===== config.mk =====
export PLATFORM = sky130hd
export DESIGN_NAME = base64_frame_builder_sum_checksum
export DESIGN_NICKNAME = d
export VERILOG_FILES = /design/src/sv/b64fb_pkg.sv /design/src/sv/base64_frame_builder_sum_checksum.sv /design/src/sv/b64fb_front.sv /design/src/sv/b64fb_queue.sv /design/src/sv/b64fb_back.sv
export SDC_FILE = /design/constraint.sdc
export NUM_CORES = 1
export LEC_CHECK = 0
export ABC_AREA = 1
export BUFFER_PORTS_ARGS = -buffer_cell sky130_fd_sc_hd__buf_2
export CORE_ASPECT_RATIO = 0.8
export CORE_MARGIN = 5
export CORE_UTILIZATION = 30
export DETAILED_ROUTE_END_ITERATION = 16
export GPL_ROUTABILITY_DRIVEN = 1
export HOLD_SLACK_MARGIN = 0.1
export PLACE_DENSITY = 0.52
export SYNTH_ARGS = -nofsm -noshare
export SYNTH_HDL_FRONTEND = slang
export SYNTH_SLANG_ARGS = --single-unit

===== constraint.sdc =====
create_clock -name clk -period 3.5 [get_ports clk]
set_input_delay 0.35 -clock clk [delete_from_list [all_inputs] [get_ports clk]]
set_output_delay 0.35 -clock clk [all_outputs]
set_load 0.01 [all_outputs]

===== src/sv/b64fb_pkg.sv =====
// Shared types and constants of the base64 frame builder.
`default_nettype none
package b64fb_pkg;

	// Reset values of the configuration registers.
	localparam logic [7:0] START_CHAR_RST   = 8'd35;
	localparam logic [7:0] STOP_CHAR_RST    = 8'd13;
	localparam logic [7:0] OFFSET_CHAR_RST  = 8'd61;
	localparam logic [7:0] ADDRESS_BIAS_RST = 8'd97;

	// Register indexes, taken from paddr[3:2].
	localparam logic [1:0] REG_START_CHAR   = 2'd0;
	localparam logic [1:0] REG_STOP_CHAR    = 2'd1;
	localparam logic [1:0] REG_OFFSET_CHAR  = 2'd2;
	localparam logic [1:0] REG_ADDRESS_BIAS = 2'd3;

	localparam int QUEUE_DEPTH = 2;

	// Character positions within the work of one queue entry.
	localparam int STEP_W = 4;
	localparam logic [STEP_W-1:0] STEP_START = 4'd0;
	localparam logic [STEP_W-1:0] STEP_DEST  = 4'd1;
	localparam logic [STEP_W-1:0] STEP_CMD   = 4'd2;
	localparam logic [STEP_W-1:0] STEP_CODE0 = 4'd3;
	localparam logic [STEP_W-1:0] STEP_CODE1 = 4'd4;
	localparam logic [STEP_W-1:0] STEP_CODE2 = 4'd5;
	localparam logic [STEP_W-1:0] STEP_CODE3 = 4'd6;
	localparam logic [STEP_W-1:0] STEP_SUMHI = 4'd7;
	localparam logic [STEP_W-1:0] STEP_SUMLO = 4'd8;
	localparam logic [STEP_W-1:0] STEP_STOP  = 4'd9;

	typedef struct packed {
		logic [7:0] start_char;
		logic [7:0] stop_char;
		logic [7:0] offset_char;
		logic [7:0] address_bias;
	} b64fb_cfg_t;

	// One classified item: which sections of the frame it produces.
	typedef struct packed {
		logic       hdr;
		logic       grp;
		logic       tail;
		logic [7:0] byte_a;
		logic [7:0] byte_b;
		logic [7:0] byte_c;
		logic [7:0] dest;
		logic [7:0] cmd;
	} b64fb_entry_t;

endpackage
`default_nettype wire


===== src/sv/base64_frame_builder_sum_checksum.sv =====
// Base64 frame builder with a 12-bit additive checksum: top level.
// Each item passes the queue, the current-item register and the output register.
// Throughput: one character per cycle while m_tready is high; an item causes
// 0 to 10 characters (4 per byte group), stepped out by the back-end sequencer.
// The input side keeps taking beats while the queue has room.
// Reset: arst_n clears frame state, queue and output; registers return to defaults.
`default_nettype none
module base64_frame_builder_sum_checksum import b64fb_pkg::*; #(
	parameter int QDEPTH = QUEUE_DEPTH
) (
	input  wire logic        clk,
	input  wire logic        arst_n,
	input  wire logic        s_tvalid,
	output logic             s_tready,
	input  wire logic [23:0] s_tdata,   // data_byte, destination, command
	input  wire logic        s_tuser,   // has_data
	input  wire logic        s_tlast,   // last_byte
	output logic             m_tvalid,
	input  wire logic        m_tready,
	output logic [7:0]       m_tdata,   // out_char
	output logic             m_tlast,   // frame_end
	input  wire logic        psel,
	input  wire logic        penable,
	input  wire logic        pwrite,
	input  wire logic [3:0]  paddr,
	input  wire logic [31:0] pwdata,
	output logic [31:0]      prdata,
	output logic             pready
);

	b64fb_cfg_t   cfg_q;
	b64fb_entry_t push_entry;
	b64fb_entry_t pop_entry;
	logic         q_push;
	logic         q_full;
	logic         q_pop;
	logic         q_nonempty;
	logic         cfg_wr;

	assign pready = 1'b1;
	assign cfg_wr = psel && penable && pwrite && pready;

	always_ff @(posedge clk or negedge arst_n) begin
		if (!arst_n) begin
			cfg_q.start_char   <= START_CHAR_RST;
			cfg_q.stop_char    <= STOP_CHAR_RST;
			cfg_q.offset_char  <= OFFSET_CHAR_RST;
			cfg_q.address_bias <= ADDRESS_BIAS_RST;
		end else if (cfg_wr) begin
			unique case (paddr[3:2])
				REG_START_CHAR:   cfg_q.start_char   <= pwdata[7:0];
				REG_STOP_CHAR:    cfg_q.stop_char    <= pwdata[7:0];
				REG_OFFSET_CHAR:  cfg_q.offset_char  <= pwdata[7:0];
				REG_ADDRESS_BIAS: cfg_q.address_bias <= pwdata[7:0];
			endcase
		end
	end

	always_comb begin
		unique case (paddr[3:2])
			REG_START_CHAR:   prdata = {24'd0, cfg_q.start_char};
			REG_STOP_CHAR:    prdata = {24'd0, cfg_q.stop_char};
			REG_OFFSET_CHAR:  prdata = {24'd0, cfg_q.offset_char};
			REG_ADDRESS_BIAS: prdata = {24'd0, cfg_q.address_bias};
		endcase
	end

	b64fb_front u_front (
		.clk      (clk),
		.arst_n   (arst_n),
		.s_tvalid (s_tvalid),
		.s_tready (s_tready),
		.s_tdata  (s_tdata),
		.s_tuser  (s_tuser),
		.s_tlast  (s_tlast),
		.q_full   (q_full),
		.q_push   (q_push),
		.q_entry  (push_entry)
	);

	b64fb_queue #(
		.DEPTH (QDEPTH)
	) u_queue (
		.clk      (clk),
		.arst_n   (arst_n),
		.push     (q_push),
		.din      (push_entry),
		.full     (q_full),
		.pop      (q_pop),
		.dout     (pop_entry),
		.nonempty (q_nonempty)
	);

	b64fb_back u_back (
		.clk        (clk),
		.arst_n     (arst_n),
		.cfg        (cfg_q),
		.q_nonempty (q_nonempty),
		.q_entry    (pop_entry),
		.q_pop      (q_pop),
		.m_tvalid   (m_tvalid),
		.m_tready   (m_tready),
		.m_tdata    (m_tdata),
		.m_tlast    (m_tlast)
	);

endmodule
`default_nettype wire


===== src/sv/b64fb_front.sv =====
// Front end: accepts payload beats, groups bytes and classifies each item.
`default_nettype none
module b64fb_front import b64fb_pkg::*; (
	input  wire logic         clk,
	input  wire logic         arst_n,
	input  wire logic         s_tvalid,
	output logic              s_tready,
	input  wire logic [23:0]  s_tdata,   // data_byte, destination, command
	input  wire logic         s_tuser,   // has_data
	input  wire logic         s_tlast,   // last_byte
	input  wire logic         q_full,
	output logic              q_push,
	output b64fb_entry_t      q_entry
);

	logic       in_frame_q;
	logic [1:0] fill_q;
	logic [7:0] held0_q;
	logic [7:0] held1_q;

	logic       acc;
	logic [1:0] fill_n;
	logic [7:0] held0_n;
	logic [7:0] held1_n;
	logic       in_frame_n;

	assign s_tready = !q_full;
	assign acc      = s_tvalid && s_tready;

	always_comb begin
		logic [7:0] data;
		data       = s_tdata[7:0];
		q_entry    = '0;
		q_entry.dest = s_tdata[15:8];
		q_entry.cmd  = s_tdata[23:16];
		q_entry.hdr  = !in_frame_q;
		fill_n     = in_frame_q ? fill_q : 2'd0;
		held0_n    = in_frame_q ? held0_q : 8'd0;
		held1_n    = in_frame_q ? held1_q : 8'd0;
		in_frame_n = 1'b1;
		if (s_tuser) begin
			if (fill_n == 2'd2) begin
				q_entry.grp    = 1'b1;
				q_entry.byte_a = held0_n;
				q_entry.byte_b = held1_n;
				q_entry.byte_c = data;
				fill_n         = 2'd0;
			end else begin
				if (fill_n == 2'd0) begin
					held0_n = data;
				end else begin
					held1_n = data;
				end
				fill_n = fill_n + 2'd1;
			end
		end
		if (s_tlast) begin
			// A partial group is padded with zero bytes.
			if (fill_n != 2'd0) begin
				q_entry.grp    = 1'b1;
				q_entry.byte_a = held0_n;
				q_entry.byte_b = (fill_n == 2'd2) ? held1_n : 8'd0;
				q_entry.byte_c = 8'd0;
			end
			q_entry.tail = 1'b1;
			fill_n       = 2'd0;
			held0_n      = 8'd0;
			held1_n      = 8'd0;
			in_frame_n   = 1'b0;
		end
	end

	// Items that produce no character never enter the queue.
	assign q_push = acc && (q_entry.hdr || q_entry.grp || q_entry.tail);

	always_ff @(posedge clk or negedge arst_n) begin
		if (!arst_n) begin
			in_frame_q <= 1'b0;
			fill_q     <= 2'd0;
			held0_q    <= 8'd0;
			held1_q    <= 8'd0;
		end else if (acc) begin
			in_frame_q <= in_frame_n;
			fill_q     <= fill_n;
			held0_q    <= held0_n;
			held1_q    <= held1_n;
		end
	end

endmodule
`default_nettype wire


===== src/sv/b64fb_queue.sv =====
// Small FIFO of classified items between the front and back ends.
`default_nettype none
module b64fb_queue import b64fb_pkg::*; #(
	parameter int DEPTH = QUEUE_DEPTH
) (
	input  wire logic         clk,
	input  wire logic         arst_n,
	input  wire logic         push,
	input  wire b64fb_entry_t din,
	output logic              full,
	input  wire logic         pop,
	output b64fb_entry_t      dout,
	output logic              nonempty
);

	localparam int PW = (DEPTH > 1) ? $clog2(DEPTH) : 1;
	localparam int CW = $clog2(DEPTH + 1);

	b64fb_entry_t    mem_q [DEPTH];
	logic [PW-1:0]   wr_q;
	logic [PW-1:0]   rd_q;
	logic [CW-1:0]   cnt_q;

	assign full     = (cnt_q == CW'(DEPTH));
	assign nonempty = (cnt_q != '0);
	assign dout     = mem_q[rd_q];

	always_ff @(posedge clk) begin
		if (push) begin
			mem_q[wr_q] <= din;
		end
	end

	always_ff @(posedge clk or negedge arst_n) begin
		if (!arst_n) begin
			wr_q  <= '0;
			rd_q  <= '0;
			cnt_q <= '0;
		end else begin
			if (push) begin
				wr_q <= (wr_q == PW'(DEPTH - 1)) ? '0 : wr_q + 1'b1;
			end
			if (pop) begin
				rd_q <= (rd_q == PW'(DEPTH - 1)) ? '0 : rd_q + 1'b1;
			end
			if (push && !pop) begin
				cnt_q <= cnt_q + 1'b1;
			end else if (pop && !push) begin
				cnt_q <= cnt_q - 1'b1;
			end
		end
	end

endmodule
`default_nettype wire


===== src/sv/b64fb_back.sv =====
// Back end: steps through the characters of each item and keeps the checksum.
`default_nettype none
module b64fb_back import b64fb_pkg::*; (
	input  wire logic         clk,
	input  wire logic         arst_n,
	input  wire b64fb_cfg_t   cfg,
	input  wire logic         q_nonempty,
	input  wire b64fb_entry_t q_entry,
	output logic              q_pop,
	output logic              m_tvalid,
	input  wire logic         m_tready,
	output logic [7:0]        m_tdata,   // out_char
	output logic              m_tlast    // frame_end
);

	b64fb_entry_t      cur_q;
	logic              cur_vld_q;
	logic [STEP_W-1:0] step_q;
	logic [11:0]       sum_q;
	logic              out_vld_q;
	logic [7:0]        out_data_q;
	logic              out_last_q;

	logic              advance;
	logic              done;
	logic [STEP_W-1:0] first_step;
	logic [STEP_W-1:0] next_step;
	logic              next_vld;
	logic [5:0]        code;
	logic [7:0]        ch;

	assign advance = cur_vld_q && (!out_vld_q || m_tready);
	assign done    = advance && !next_vld;
	assign q_pop   = q_nonempty && (!cur_vld_q || done);

	// Entries in the queue always produce at least one character.
	always_comb begin
		if (q_entry.hdr) begin
			first_step = STEP_START;
		end else if (q_entry.grp) begin
			first_step = STEP_CODE0;
		end else begin
			first_step = STEP_SUMHI;
		end
	end

	always_comb begin
		next_step = step_q + 1'b1;
		next_vld  = 1'b1;
		if (step_q == STEP_CMD) begin
			next_step = cur_q.grp ? STEP_CODE0 : STEP_SUMHI;
			next_vld  = cur_q.grp || cur_q.tail;
		end else if (step_q == STEP_CODE3) begin
			next_vld = cur_q.tail;
		end else if (step_q == STEP_STOP) begin
			next_vld = 1'b0;
		end
	end

	always_comb begin
		unique case (step_q)
			STEP_CODE0: code = cur_q.byte_a[7:2];
			STEP_CODE1: code = {cur_q.byte_a[1:0], cur_q.byte_b[7:4]};
			STEP_CODE2: code = {cur_q.byte_b[3:0], cur_q.byte_c[7:6]};
			STEP_SUMHI: code = sum_q[11:6];
			STEP_SUMLO: code = sum_q[5:0];
			default:    code = cur_q.byte_c[5:0];
		endcase
	end

	always_comb begin
		unique case (step_q)
			STEP_START: ch = cfg.start_char;
			STEP_DEST:  ch = cur_q.dest + cfg.address_bias;
			STEP_CMD:   ch = cur_q.cmd;
			STEP_STOP:  ch = cfg.stop_char;
			default:    ch = {2'b00, code} + cfg.offset_char;
		endcase
	end

	always_ff @(posedge clk) begin
		if (q_pop) begin
			cur_q <= q_entry;
		end
		if (advance) begin
			out_data_q <= ch;
			out_last_q <= (step_q == STEP_STOP);
		end
	end

	always_ff @(posedge clk or negedge arst_n) begin
		if (!arst_n) begin
			cur_vld_q <= 1'b0;
			step_q    <= STEP_START;
			sum_q     <= 12'd0;
			out_vld_q <= 1'b0;
		end else begin
			if (q_pop) begin
				cur_vld_q <= 1'b1;
				step_q    <= first_step;
			end else if (done) begin
				cur_vld_q <= 1'b0;
			end else if (advance) begin
				step_q <= next_step;
			end
			// The start character restarts the sum; the checksum and stop
			// characters are not summed.
			if (advance) begin
				if (step_q == STEP_START) begin
					sum_q <= {4'd0, ch};
				end else if (step_q <= STEP_CODE3) begin
					sum_q <= sum_q + {4'd0, ch};
				end
			end
			if (advance) begin
				out_vld_q <= 1'b1;
			end else if (m_tready) begin
				out_vld_q <= 1'b0;
			end
		end
	end

	assign m_tvalid = out_vld_q;
	assign m_tdata  = out_data_q;
	assign m_tlast  = out_last_q;

endmodule
`default_nettype wire


==> results of run 1 <==
==> repair_timing <==
action | in CTS | in global routing
hold buffers | 21 | 0
cloned | 1 | 0
setup buffers | 15 | 3
pin swaps | 15 | 4
gates resized for setup | 42 | 14
setup endpoints to repair | 9 | 11
endpoints found under the hold margin | 88 | 0
==> synth_stat cells, types with 3 or more instances <==
library cell	instances	area [um2]
xnor2_1	4	35.0
nor2_2	4	25.0
buf_2	7	35.0
dfrtp_1	59	1480
nand2_1	412	1550
nand2_2	6	37.5
clkbuf_1	17	63.8
a21oi_1	26	130
ha_1	26	325
edfxtp_1	137	4110
o22ai_1	13	81.3
nand4_1	22	138
or2_1	3	18.8
inv_1	103	387
a31oi_1	8	50.1
fa_1	3	60.1
nor2_1	55	206
buf_4	27	203
o21ai_1	6	30.0
or2_2	3	18.8
nand3_1	63	315
xor2_1	6	52.6
dfstp_2	14	368
o21ai_0	83	415
inv_2	6	22.5
==> state kept, by name, summed over array words and instances (netlist names), 4 cells and up <==
| register | flops |
|---|---|
| u_back.m_tdata | 8 |
| u_back.step_q | 4 |
| u_front.held0_q | 8 |
| cfg_q | 32 |
| u_back.sum_q | 12 |
| u_front.held1_q | 8 |
| u_queue.mem_q | 86 |
| u_back.cur_q | 42 |
==> area by class of cell <==
| class | instances | area, um2 | area share (%) |
|---|---|---|---|
| Tap cell | 465 | 582 | 4.52 |
| Timing Repair Buffer | 165 | 1180 | 9.16 |
| Sequential cell | 210 | 5960 | 46.3 |
| Clock inverter | 11 | 90.1 | 0.699 |
| Multi-Input combinational cell | 785 | 4020 | 31.2 |
| Inverter | 113 | 429 | 3.33 |
| Clock buffer | 31 | 626 | 4.86 |
==> tightest hold or removal path: stages <==
cell and delay [ps]:
buf_2 100, inv_1 100, o21ai_0 100
==> through the flow <==
| step | cell area (um2) | setup slack, ps | power [mW] | utilization [%] |
|---|---|---|---|---|
| 2_1_floorplan | 10500 | 7.14 | 7.77 | - |
| 3_3_place_gp | 11600 | -273 | 10.0 | 34.3 |
| 3_5_place_dp | 11600 | -339 | 10.1 | 34.3 |
| 4_1_cts | 12800 | -149 | 13.4 | 37.8 |
| 5_1_grt | 12900 | -429 | 14.6 | 38.1 |
| 6_report | 12900 | -160 | 13.4 | 38.1 |
==> placed cells by master (no fill, tap or decap), types with 7 or more instances in the layout <==
master / netlist / routed
o21ai_0: 83 / 75
nand4_1: 22 / 22
nand3_1: 63 / 58
o22ai_1: 13 / 13
dfrtp_1: 59 / 57
inv_1: 103 / 93
edfxtp_1: 137 / 137
a21oi_1: 26 / 19
nor2_1: 55 / 52
buf_2: 7 / 61
dlygate4sd3_1: 0 / 21
a21oi_2: 0 / 7
o21ai_1: 6 / 10
buf_4: 27 / 79
ha_1: 26 / 16
ha_4: 0 / 8
nand2_1: 412 / 404
clkbuf_16: 0 / 23
dfstp_2: 14 / 14
inv_2: 6 / 16
conb_1: 2 / 25
nand2_2: 6 / 13
==> how the worst max path moves through the flow <==
stage / start / depth (start not counted) / end
after floorplan: u_back.step_q[1]$_DFFE_PN0P_ / 21 / u_back.sum_q[8]$_DFFE_PN0P_
final: u_back.step_q[0]$_DFFE_PN0P_ / 26 / u_back.sum_q[5]$_DFFE_PN0P_
after detailed placement: u_back.step_q[0]$_DFFE_PN0P_ / 25 / u_back.sum_q[9]$_DFFE_PN0P_
after global placement: u_back.step_q[0]$_DFFE_PN0P_ / 27 / u_back.sum_q[5]$_DFFE_PN0P_
after global routing: u_back.step_q[0]$_DFFE_PN0P_ / 26 / u_back.sum_q[7]$_DFFE_PN0P_
after CTS: u_back.step_q[0]$_DFFE_PN0P_ / 25 / u_back.sum_q[9]$_DFFE_PN0P_
==> layer usage <==
layer / up-vias / global-route usage [%]
met5: - / 0
met4: 0 / 2.67
met3: 26 / 2.76
met2: 170 / 20.6
met1: 3775 / 21.1
li1: 4048 / -
==> power breakdown <==
part           switching (mW)  internal, mW
Clock                    1.05          1.28
Combinational            3.97          3.15
Sequential              0.390          3.61
==> cells by family (layout without fill, tap and decap cells) <==
group	after synthesis	after routing	synth area share, %
multiplexers	1	1	0.0965
AO/OA/AOI/OAI	141	141	7.21
adder cells (fa/ha/maj)	29	29	3.72
buffers and inverters	167	320	7.23
XOR/XNOR	10	10	0.844
AND/OR/NAND/NOR	579	579	23.4
flip-flops	210	210	57.4
other	2	25	0.0724
==> key figures, run 1 <==
Clock network
  • TritonCTS clock tree: built
  • Max clock buf depth: 3
  • Root Driver: clkbuf_16
  • Worst-path clk slew: 70 ps
  • CTS buffer count: 23
  • Clock latency on the worst-skew pair: 530 ps
  • H-tree levels: 1
  • Clock sinks: 210

Worst hold path
  • Hold EP: cfg_q[12]$_DFFE_PN1P_
  • Worst Hold Launch: pwdata[4]
  • Worst hold path cell count: 3
  • Worst Hold Class: input pin to flop

Power and ir drop
  • PwrDens: 1040 nW/um2
  • Worst vdd ir: 0.539 mV
  • Leakage: 5.76 nW

Route
  • DRC: 0
  • Met2 WL: 11600 um
  • Final wirelength: 26900 um
  • Metal-1 WL: 13500 um
  • Highest metal used: met4
  • WL/cell: 15.1 um
  • Initial DRC Count: 493
  • Met3 routed WL: 1410 um
  • Vias per cell: 4.51
  • Vias: 8019
  • Drt first pass iters: 5
  • Post-route ant nets: 0

Finish
  • Layout cells sized above 1: 21.1%
  • Layout Nets: 1396
  • Synth-to-Final Area Change: 24.2%
  • Fill count: 3400
  • N_diodes: 0
  • Post-route insts no fill: 1780

Logic synthesis
  • Yosys warns: 0
  • Seq/Total Area, Yosys: 57.4%
  • Post-synth EDFFs: 137
  • Most used DFF post-synth: edfxtp_1
  • Avg Cell Area, Syn: 9.11 um2
  • Synthesized area: 10400 um2
  • Synth Register Bits: 210
  • Ys async rst share: 34.8%
  • Synth unique cells: 44
  • Post-Syn Instances: 1139

Critical path
  • WP data arrival: 4080 ps
  • Reg2Reg Depth: 26
  • Req. time, crit path: 3920 ps
  • R2R Path Start: u_back.step_q[0]$_DFFE_PN0P_
  • Worst path most repeated cell: nand2_1
  • Largest fanout on the critical path: 5
  • Worst reg2reg path endpoint: u_back.sum_q[5]$_DFFE_PN0P_
  • Slowest CP cell: dfrtp_2
  • Critical path buffers and inverters: 6
  • Crit. End Element: flop
  • Cell class contributing the biggest share of worst-path delay: adder cells
  • Worst Setup Start Kind: flop
  • CP Class: flop to flop
  • Largest stage delay on the critical path: 440 ps
  • Reg2Reg Setup Slack: -160 ps

STA
  • Worst slew pin tran: 925 ps
  • Post-route minimum period: 3660 ps
  • Final hold vios: 0
  • Max Fclk: 0.273 GHz
  • Min setup slack post-route: -160 ps
  • Final period util: 105%
  • Setup TNS: -1060 ps
  • Clk_skew: 14.6 ps
  • Slew HR: 38.3%
  • Max Slew Vio Count: 0
  • Hold slack final: 126 ps
  • RSZ-0062 raised after global routing: true
  • Final setup viols: 9

Die
  • DIE HEIGHT: 176 um
  • # rows: 60
  • Die width: 218 um
  • Starting Density: 30.6%
  • Core footprint: 33900 um2
  • Io pins: 113
  • Die ar.: 38400 um2

Place
  • Placed instance count: 1698
  • HPWL Detailed: 18900 um
  • GP Congestion: 0.892
  • I/O Buffers: 61

Global route
  • Vias in the first global route: 7723
  • Pin count of the biggest net entering global routing: 64
  • Overall Global Routing Usage: 13.9%
  • GRT overflow: 0
  • First-pass GRT wire length: 42800 um
  • Initial antenna violation count: 0

Run
  • Max_cap viols: 0

Status
  • Status: complete, but fails checks
  • Failing checks: setup timing
Note: power is estimated with default switching activity, not from simulation.
==> inputs of run 2 (changes only) <==
- CORE_MARGIN: 5 -> unset
- CORE_UTILIZATION: 30 -> 53
- HOLD_SLACK_MARGIN: 0.1 -> unset
- PLACE_DENSITY: 0.52 -> 0.8
==> key figures, run 2 (synthesis gave the netlist of run 1 again) <==
Power and ir drop
  • Worst vdd ir: 0.715 mV (was 0.539 mV)
  • PwrDens: 1170 nW/um2 (was 1040 nW/um2)
  • Design Power: 15.0 mW (was 13.4 mW)
  • Leakage: 5.82 nW (was 5.76 nW)

Route
  • Initial DRC Count: 656 (was 493)
  • Vias: 8278 (was 8019)
  • Drt first pass iters: 5 (unchanged)
  • DRC: 0 (unchanged)
  • WL/cell: 16.4 um (was 15.1 um)
  • Final wirelength: 25500 um (was 26900 um)
  • Vias per cell: 5.31 (was 4.51)
  • Post-route ant nets: 0 (unchanged)

Place
  • I/O Buffers: 61 (unchanged)
  • HPWL Detailed: 16600 um (was 18900 um)
  • Placed Area: 11300 um2 (was 11600 um2)
  • Placed instance count: 1485 (was 1698)
  • GP Congestion: 0.927 (was 0.892)

Die
  • Starting Density: 54.3% (was 30.6%)
  • DIE HEIGHT: 127 um (was 176 um)
  • Die ar.: 20100 um2 (was 38400 um2)
  • # rows: 45 (was 60)
  • Core footprint: 19100 um2 (was 33900 um2)
  • Die width: 158 um (was 218 um)
  • Io pins: 113 (unchanged)

Clock network
  • Worst-path clk slew: 70 ps (about the same)
  • Clock sinks: 210 (unchanged)
  • Max clock buf depth: 3 (unchanged)
  • Root Driver: clkbuf_16 (unchanged)
  • CTS buffer count: 22 (was 23)
  • Clock latency on the worst-skew pair: 530 ps (about the same)
  • H-tree levels: 1 (unchanged)
  • TritonCTS clock tree: built (unchanged)

STA
  • Final period util: 106% (was 105%)
  • Worst slew pin tran: 674 ps (was 925 ps)
  • Clk_skew: 13.1 ps (was 14.6 ps)
  • Min setup slack post-route: -201 ps (was -160 ps)
  • Max Fclk: 0.270 GHz (was 0.273 GHz)
  • Final setup viols: 11 (was 9)
  • Slew HR: 55.1% (was 38.3%)
  • Final hold vios: 0 (unchanged)
  • Max Slew Vio Count: 0 (unchanged)
  • RSZ-0062 raised after global routing: true (unchanged)
  • Post-route minimum period: 3700 ps (was 3660 ps)
  • Setup TNS: -1660 ps (was -1060 ps)

Global route
  • Overall Global Routing Usage: 25.6% (was 13.9%)
  • Pin count of the biggest net entering global routing: 45 (was 64)
  • First-pass GRT wire length: 39800 um (was 42800 um)
  • Initial antenna violation count: 0 (unchanged)
  • Vias in the first global route: 7796 (was 7723)
  • GRT overflow: 0 (unchanged)

Status
  • Status: complete, but fails checks (unchanged)
  • Failing checks: setup timing (unchanged)

Finish
  • Fin util: 67.2% (was 38.1%)
  • Layout cells sized above 1: 24.2% (was 21.1%)
  • Reg with most FFs: u_queue.mem_q (unchanged)
  • Commonest non-fill, non-tap cell in the layout: nand2_1 (unchanged)
  • Synth-to-Final Area Change: 23.6% (was 24.2%)
  • Most frequent cells in the layout: nand2_1 (395), edfxtp_1 (137), inv_1 (90), o21ai_0 (72), buf_4 (69) (was nand2_1 (404), edfxtp_1 (137), inv_1 (93), buf_4 (79), o21ai_0 (75))
  • Register area: 5960 um2 (about the same)
  • Largest regs: u_queue.mem_q x86, u_back.cur_q x42, cfg_q x32 (unchanged)
  • Fill count: 1405 (was 3400)
  • Multi-input logic area: 4200 um2 (was 4020 um2)
  • Design area: 12800 um2 (was 12900 um2)
  • Max reg flops: 86 (unchanged)
  • N_diodes: 0 (unchanged)
  • Layout Nets: 1382 (was 1396)
  • Post-route insts no fill: 1558 (was 1780)

Critical path
  • WP data arrival: 4150 ps (was 4080 ps)
  • Largest fanout on the critical path: 5 (unchanged)
  • Req. time, crit path: 3950 ps (was 3920 ps)
  • Slowest CP cell: dfrtp_2 (unchanged)
  • Cell class contributing the biggest share of worst-path delay: adder cells (unchanged)
  • CP Class: flop to flop (unchanged)
  • Worst path most repeated cell: nand2_2 (was nand2_1)
  • Largest stage delay on the critical path: 450 ps (was 440 ps)
  • Worst Setup Start Kind: flop (unchanged)
  • Critical path buffers and inverters: 5 (was 6)
  • Crit. End Element: flop (unchanged)

Worst hold path
  • Worst Hold Class: input pin to flop (unchanged)

Run
  • Max_cap viols: 0 (unchanged)
## run 2: cell types whose count changed in the layout (fill, tap and decap cells not counted), sizes merged
cell         change
dlygate4sd3     -17
clkbuf           -7
bufinv           +5
buf              +4
clkinvlp         -4
clkinv           +2
inv              +2
## run 2: stage by stage
step                      hold WS, ps  setup slack [ps]
final                            20.3              -201
after global routing             1.66              -446
after CTS                        4.98              -173
after detailed placement          299              -350
after global placement            296              -178
after floorplan                  54.4              7.14
## run 2: final timing paths
| path | depth (start not counted) | end | startpoint | slack, ps |
|---|---|---|---|---|
| hold reg to reg | 2 | u_front.held0_q[5]$_DFFE_PN0P_ | u_front.held0_q[5]$_DFFE_PN0P_ | 480 |
| min in group asynchronous | 2 | cfg_q[23]$_DFFE_PN0P_ | arst_n | 290 |
| setup reg to reg | 25 | u_back.sum_q[11]$_DFFE_PN0P_ | u_back.step_q[0]$_DFFE_PN0P_ | -200 |
| setup / recovery | 25 | u_back.sum_q[11]$_DFFE_PN0P_ | u_back.step_q[0]$_DFFE_PN0P_ | -200 |
| hold / removal | 1 | u_queue.mem_q[0][6]$_DFFE_PP_ | s_tdata[22] | 20 |
| max in group asynchronous | 3 | u_back.step_q[3]$_DFFE_PN0P_ | arst_n | 2320 |
## run 2: cell type report
class | count | area share, %
Clock buffer | 24 | 4.43
Clock inverter | 16 | 2.01
Inverter | 113 | 3.39
Multi-Input combinational cell | 785 | 32.7
Sequential cell | 210 | 46.5
Tap cell | 258 | 2.52
Timing Repair Buffer | 152 | 8.45
## run 2: what timing repair did
item	4_1_cts	5_1_grt
buffers inserted	26	5
gates cloned	1	0
gates resized for setup	68	49
endpoints found under the setup margin	9	13
pin swaps	23	37
hold buffers	4	0
hold endpoints to repair	14	0
## run 2: power breakdown
group	internal, mW	switching [mW]
Clock	1.58	1.05
Sequential	3.61	0.438
Combinational	3.80	4.56
Total	8.99	6.05
## run 2: metal layers
layer	GRT usage, %	wire, um
met1	35.4	10800
met2	41.5	12100
met3	4.88	1900
met4	6.56	697
met5	0	0
==> inputs of run 3 (changes only) <==
- CORE_MARGIN: unset -> 1.5
- PLACE_DENSITY: 0.8 -> unset
- PLACE_DENSITY_LB_ADDON: unset -> 0.15
==> key figures, run 3 (synthesis gave the netlist of run 1 again) <==
Status
  • Status: complete, but fails checks (unchanged)
  • Failing checks: hold timing, setup timing (was setup timing)

Critical path
  • Largest stage delay on the critical path: 450 ps (about the same)
  • CP Class: flop to flop (unchanged)
  • Worst Setup Start Kind: flop (unchanged)
  • Crit. End Element: flop (unchanged)
  • Slowest CP cell: dfrtp_2 (unchanged)
  • Req. time, crit path: 3940 ps (was 3950 ps)
  • WP data arrival: 4130 ps (was 4150 ps)
  • Largest fanout on the critical path: 6 (was 5)

Route
  • Initial DRC Count: 632 (was 656)
  • Drt first pass iters: 5 (unchanged)
  • Vias: 7946 (was 8278)
  • Final wirelength: 24100 um (was 25500 um)
  • DRC: 0 (unchanged)
  • Post-route ant nets: 0 (unchanged)
  • Vias per cell: 5.19 (was 5.31)
  • WL/cell: 15.7 um (was 16.4 um)

Power and ir drop
  • PwrDens: 1060 nW/um2 (was 1170 nW/um2)
  • Leakage: 5.59 nW (was 5.82 nW)
  • Worst vdd ir: 0.631 mV (was 0.715 mV)
  • Design Power: 13.1 mW (was 15.0 mW)

Finish
  • Multi-input logic area: 4100 um2 (was 4200 um2)
  • N_diodes: 0 (unchanged)
  • Max reg flops: 86 (unchanged)
  • Post-route insts no fill: 1531 (was 1558)
  • Register area: 5960 um2 (unchanged)
  • Layout cells sized above 1: 21.2% (was 24.2%)
  • Layout Nets: 1357 (was 1382)
  • Most frequent cells in the layout: nand2_1 (401), edfxtp_1 (137), inv_1 (90), o21ai_0 (76), buf_4 (64) (was nand2_1 (395), edfxtp_1 (137), inv_1 (90), o21ai_0 (72), buf_4 (69))
  • Synth-to-Final Area Change: 19.0% (was 23.6%)
  • Commonest non-fill, non-tap cell in the layout: nand2_1 (unchanged)
  • Fill count: 1584 (was 1405)
  • Reg with most FFs: u_queue.mem_q (unchanged)
  • Largest regs: u_queue.mem_q x86, u_back.cur_q x42, cfg_q x32 (unchanged)

STA
  • Post-route minimum period: 3690 ps (was 3700 ps)
  • Final period util: 106% (about the same)
  • Slew HR: 30.1% (was 55.1%)
  • Max Slew Vio Count: 0 (unchanged)
  • Worst slew pin tran: 1050 ps (was 674 ps)
  • Max Fclk: 0.271 GHz (was 0.270 GHz)
  • Final hold vios: 18 (was 0)
  • Clk_skew: 15.3 ps (was 13.1 ps)
  • Final setup viols: 7 (was 11)
  • RSZ-0062 raised after global routing: true (unchanged)
  • Hold slack final: -32.9 ps (was 20.3 ps)
  • Min setup slack post-route: -194 ps (was -201 ps)

Die
  • # rows: 45 (unchanged)
  • Starting Density: 54.3% (unchanged)
  • Die ar.: 20400 um2 (was 20100 um2)
  • Die width: 159 um (was 158 um)
  • Io pins: 113 (unchanged)
  • Core footprint: 19100 um2 (unchanged)
  • DIE HEIGHT: 128 um (was 127 um)

Clock network
  • TritonCTS clock tree: built (unchanged)
  • Worst-path clk slew: 70 ps (about the same)
  • Clock sinks: 210 (unchanged)
  • CTS buffer count: 22 (unchanged)
  • Root Driver: clkbuf_16 (unchanged)
  • Clock latency on the worst-skew pair: 520 ps (was 530 ps)
  • Max clock buf depth: 3 (unchanged)
  • H-tree levels: 1 (unchanged)

Place
  • HPWL Detailed: 16500 um (was 16600 um)
  • GP Congestion: 0.894 (was 0.927)
  • Placed instance count: 1482 (was 1485)
  • I/O Buffers: 61 (unchanged)

Global route
  • Vias in the first global route: 7477 (was 7796)
  • First-pass GRT wire length: 38600 um (was 39800 um)
  • GRT overflow: 0 (unchanged)
  • Overall Global Routing Usage: 23.9% (was 25.6%)
  • Initial antenna violation count: 0 (unchanged)
  • Pin count of the biggest net entering global routing: 74 (was 45)

Worst hold path
  • Worst Hold Class: input pin to async pin (was input pin to flop)

Run
  • Max_cap viols: 0 (unchanged)
[run 3: cell count changes in the layout (fill, tap and decap cells not counted), moves of 5 or more]
cell	delta
nand3_1	+5
clkinv_1	+5
bufinv_16	-5
buf_4	-5
nand2_1	+6
buf_6	-15
[run 3: repair_timing]
action | in CTS | in global routing
hold buffers | 0 | 0
gates resized for setup | 35 | 37
buffers inserted | 5 | 6
setup endpoints to repair | 9 | 10
pin swaps | 15 | 28
[run 3: stage by stage]
step / area, um2 / TNS, ps / utilization [%] / worst slack, ps
after floorplan: 10500 / 0 / - / 7.14
after global placement: 11300 / -1140 / 59.0 / -188
after CTS: 12100 / -546 / 63.6 / -106
after detailed placement: 11300 / -1830 / 59.0 / -277
after global routing: 12300 / -2880 / 64.7 / -438
final: 12300 / -880 / 64.7 / -194
[run 3: routing by layer]
metal	global-route usage [%]	wire length, um	up-vias
met1	35.1	11400	3680
met5	0	0	-
li1	-	-	3950
met3	4.66	1810	27
met2	37.3	10600	289
met4	4.50	288	0
[run 3: layout make-up]
type | instances | share of cell area [%]
Timing Repair Buffer | 127 | 6.74
Clock buffer | 28 | 5.05
Tap cell | 258 | 2.61
Inverter | 113 | 3.51
Sequential cell | 210 | 48.3
Multi-Input combinational cell | 785 | 33.2
Clock inverter | 10 | 0.578
[run 3: power by group]
| part | internal, mW | leakage [nW] | switching (mW) | total [mW] |
|---|---|---|---|---|
| Combinational | 2.90 | 3.07 | 3.97 | 6.87 |
| Sequential | 3.61 | 2.18 | 0.389 | 4.00 |
| Clock | 1.26 | 0.339 | 0.957 | 2.22 |
[run 3: worst paths after layout]
| kind | from | endpoint | slack [ps] | depth (start not counted) |
|---|---|---|---|---|
| setup / recovery | u_back.step_q[0]$_DFFE_PN0P_ | u_back.sum_q[11]$_DFFE_PN0P_ | -190 | 26 |
| hold / removal | arst_n | u_front.fill_q[0]$_DFFE_PN0P_ | -30 | 1 |
| setup reg to reg | u_back.step_q[0]$_DFFE_PN0P_ | u_back.sum_q[11]$_DFFE_PN0P_ | -190 | 26 |
| hold reg to reg | u_queue.cnt_q[0]$_DFFE_PN0P_ | u_queue.cnt_q[0]$_DFFE_PN0P_ | 480 | 1 |
| max in group asynchronous | arst_n | u_back.step_q[3]$_DFFE_PN0P_ | 2750 | 1 |
| min in group clk | s_tdata[19] | u_queue.mem_q[0][3]$_DFFE_PP_ | 20 | 1 |
[run 3: critical path: cells and delay by family, from the launching register on]
kind | cells | cell delay, ps
AOI/OAI and AO/OA | 4 | 610
xor gates and xnor gates | 1 | 110
adders and majority gates | 4 | 1030
buffers and inverters | 5 | 420
DFF | 1 | 450
and+or+nand+nor | 12 | 990
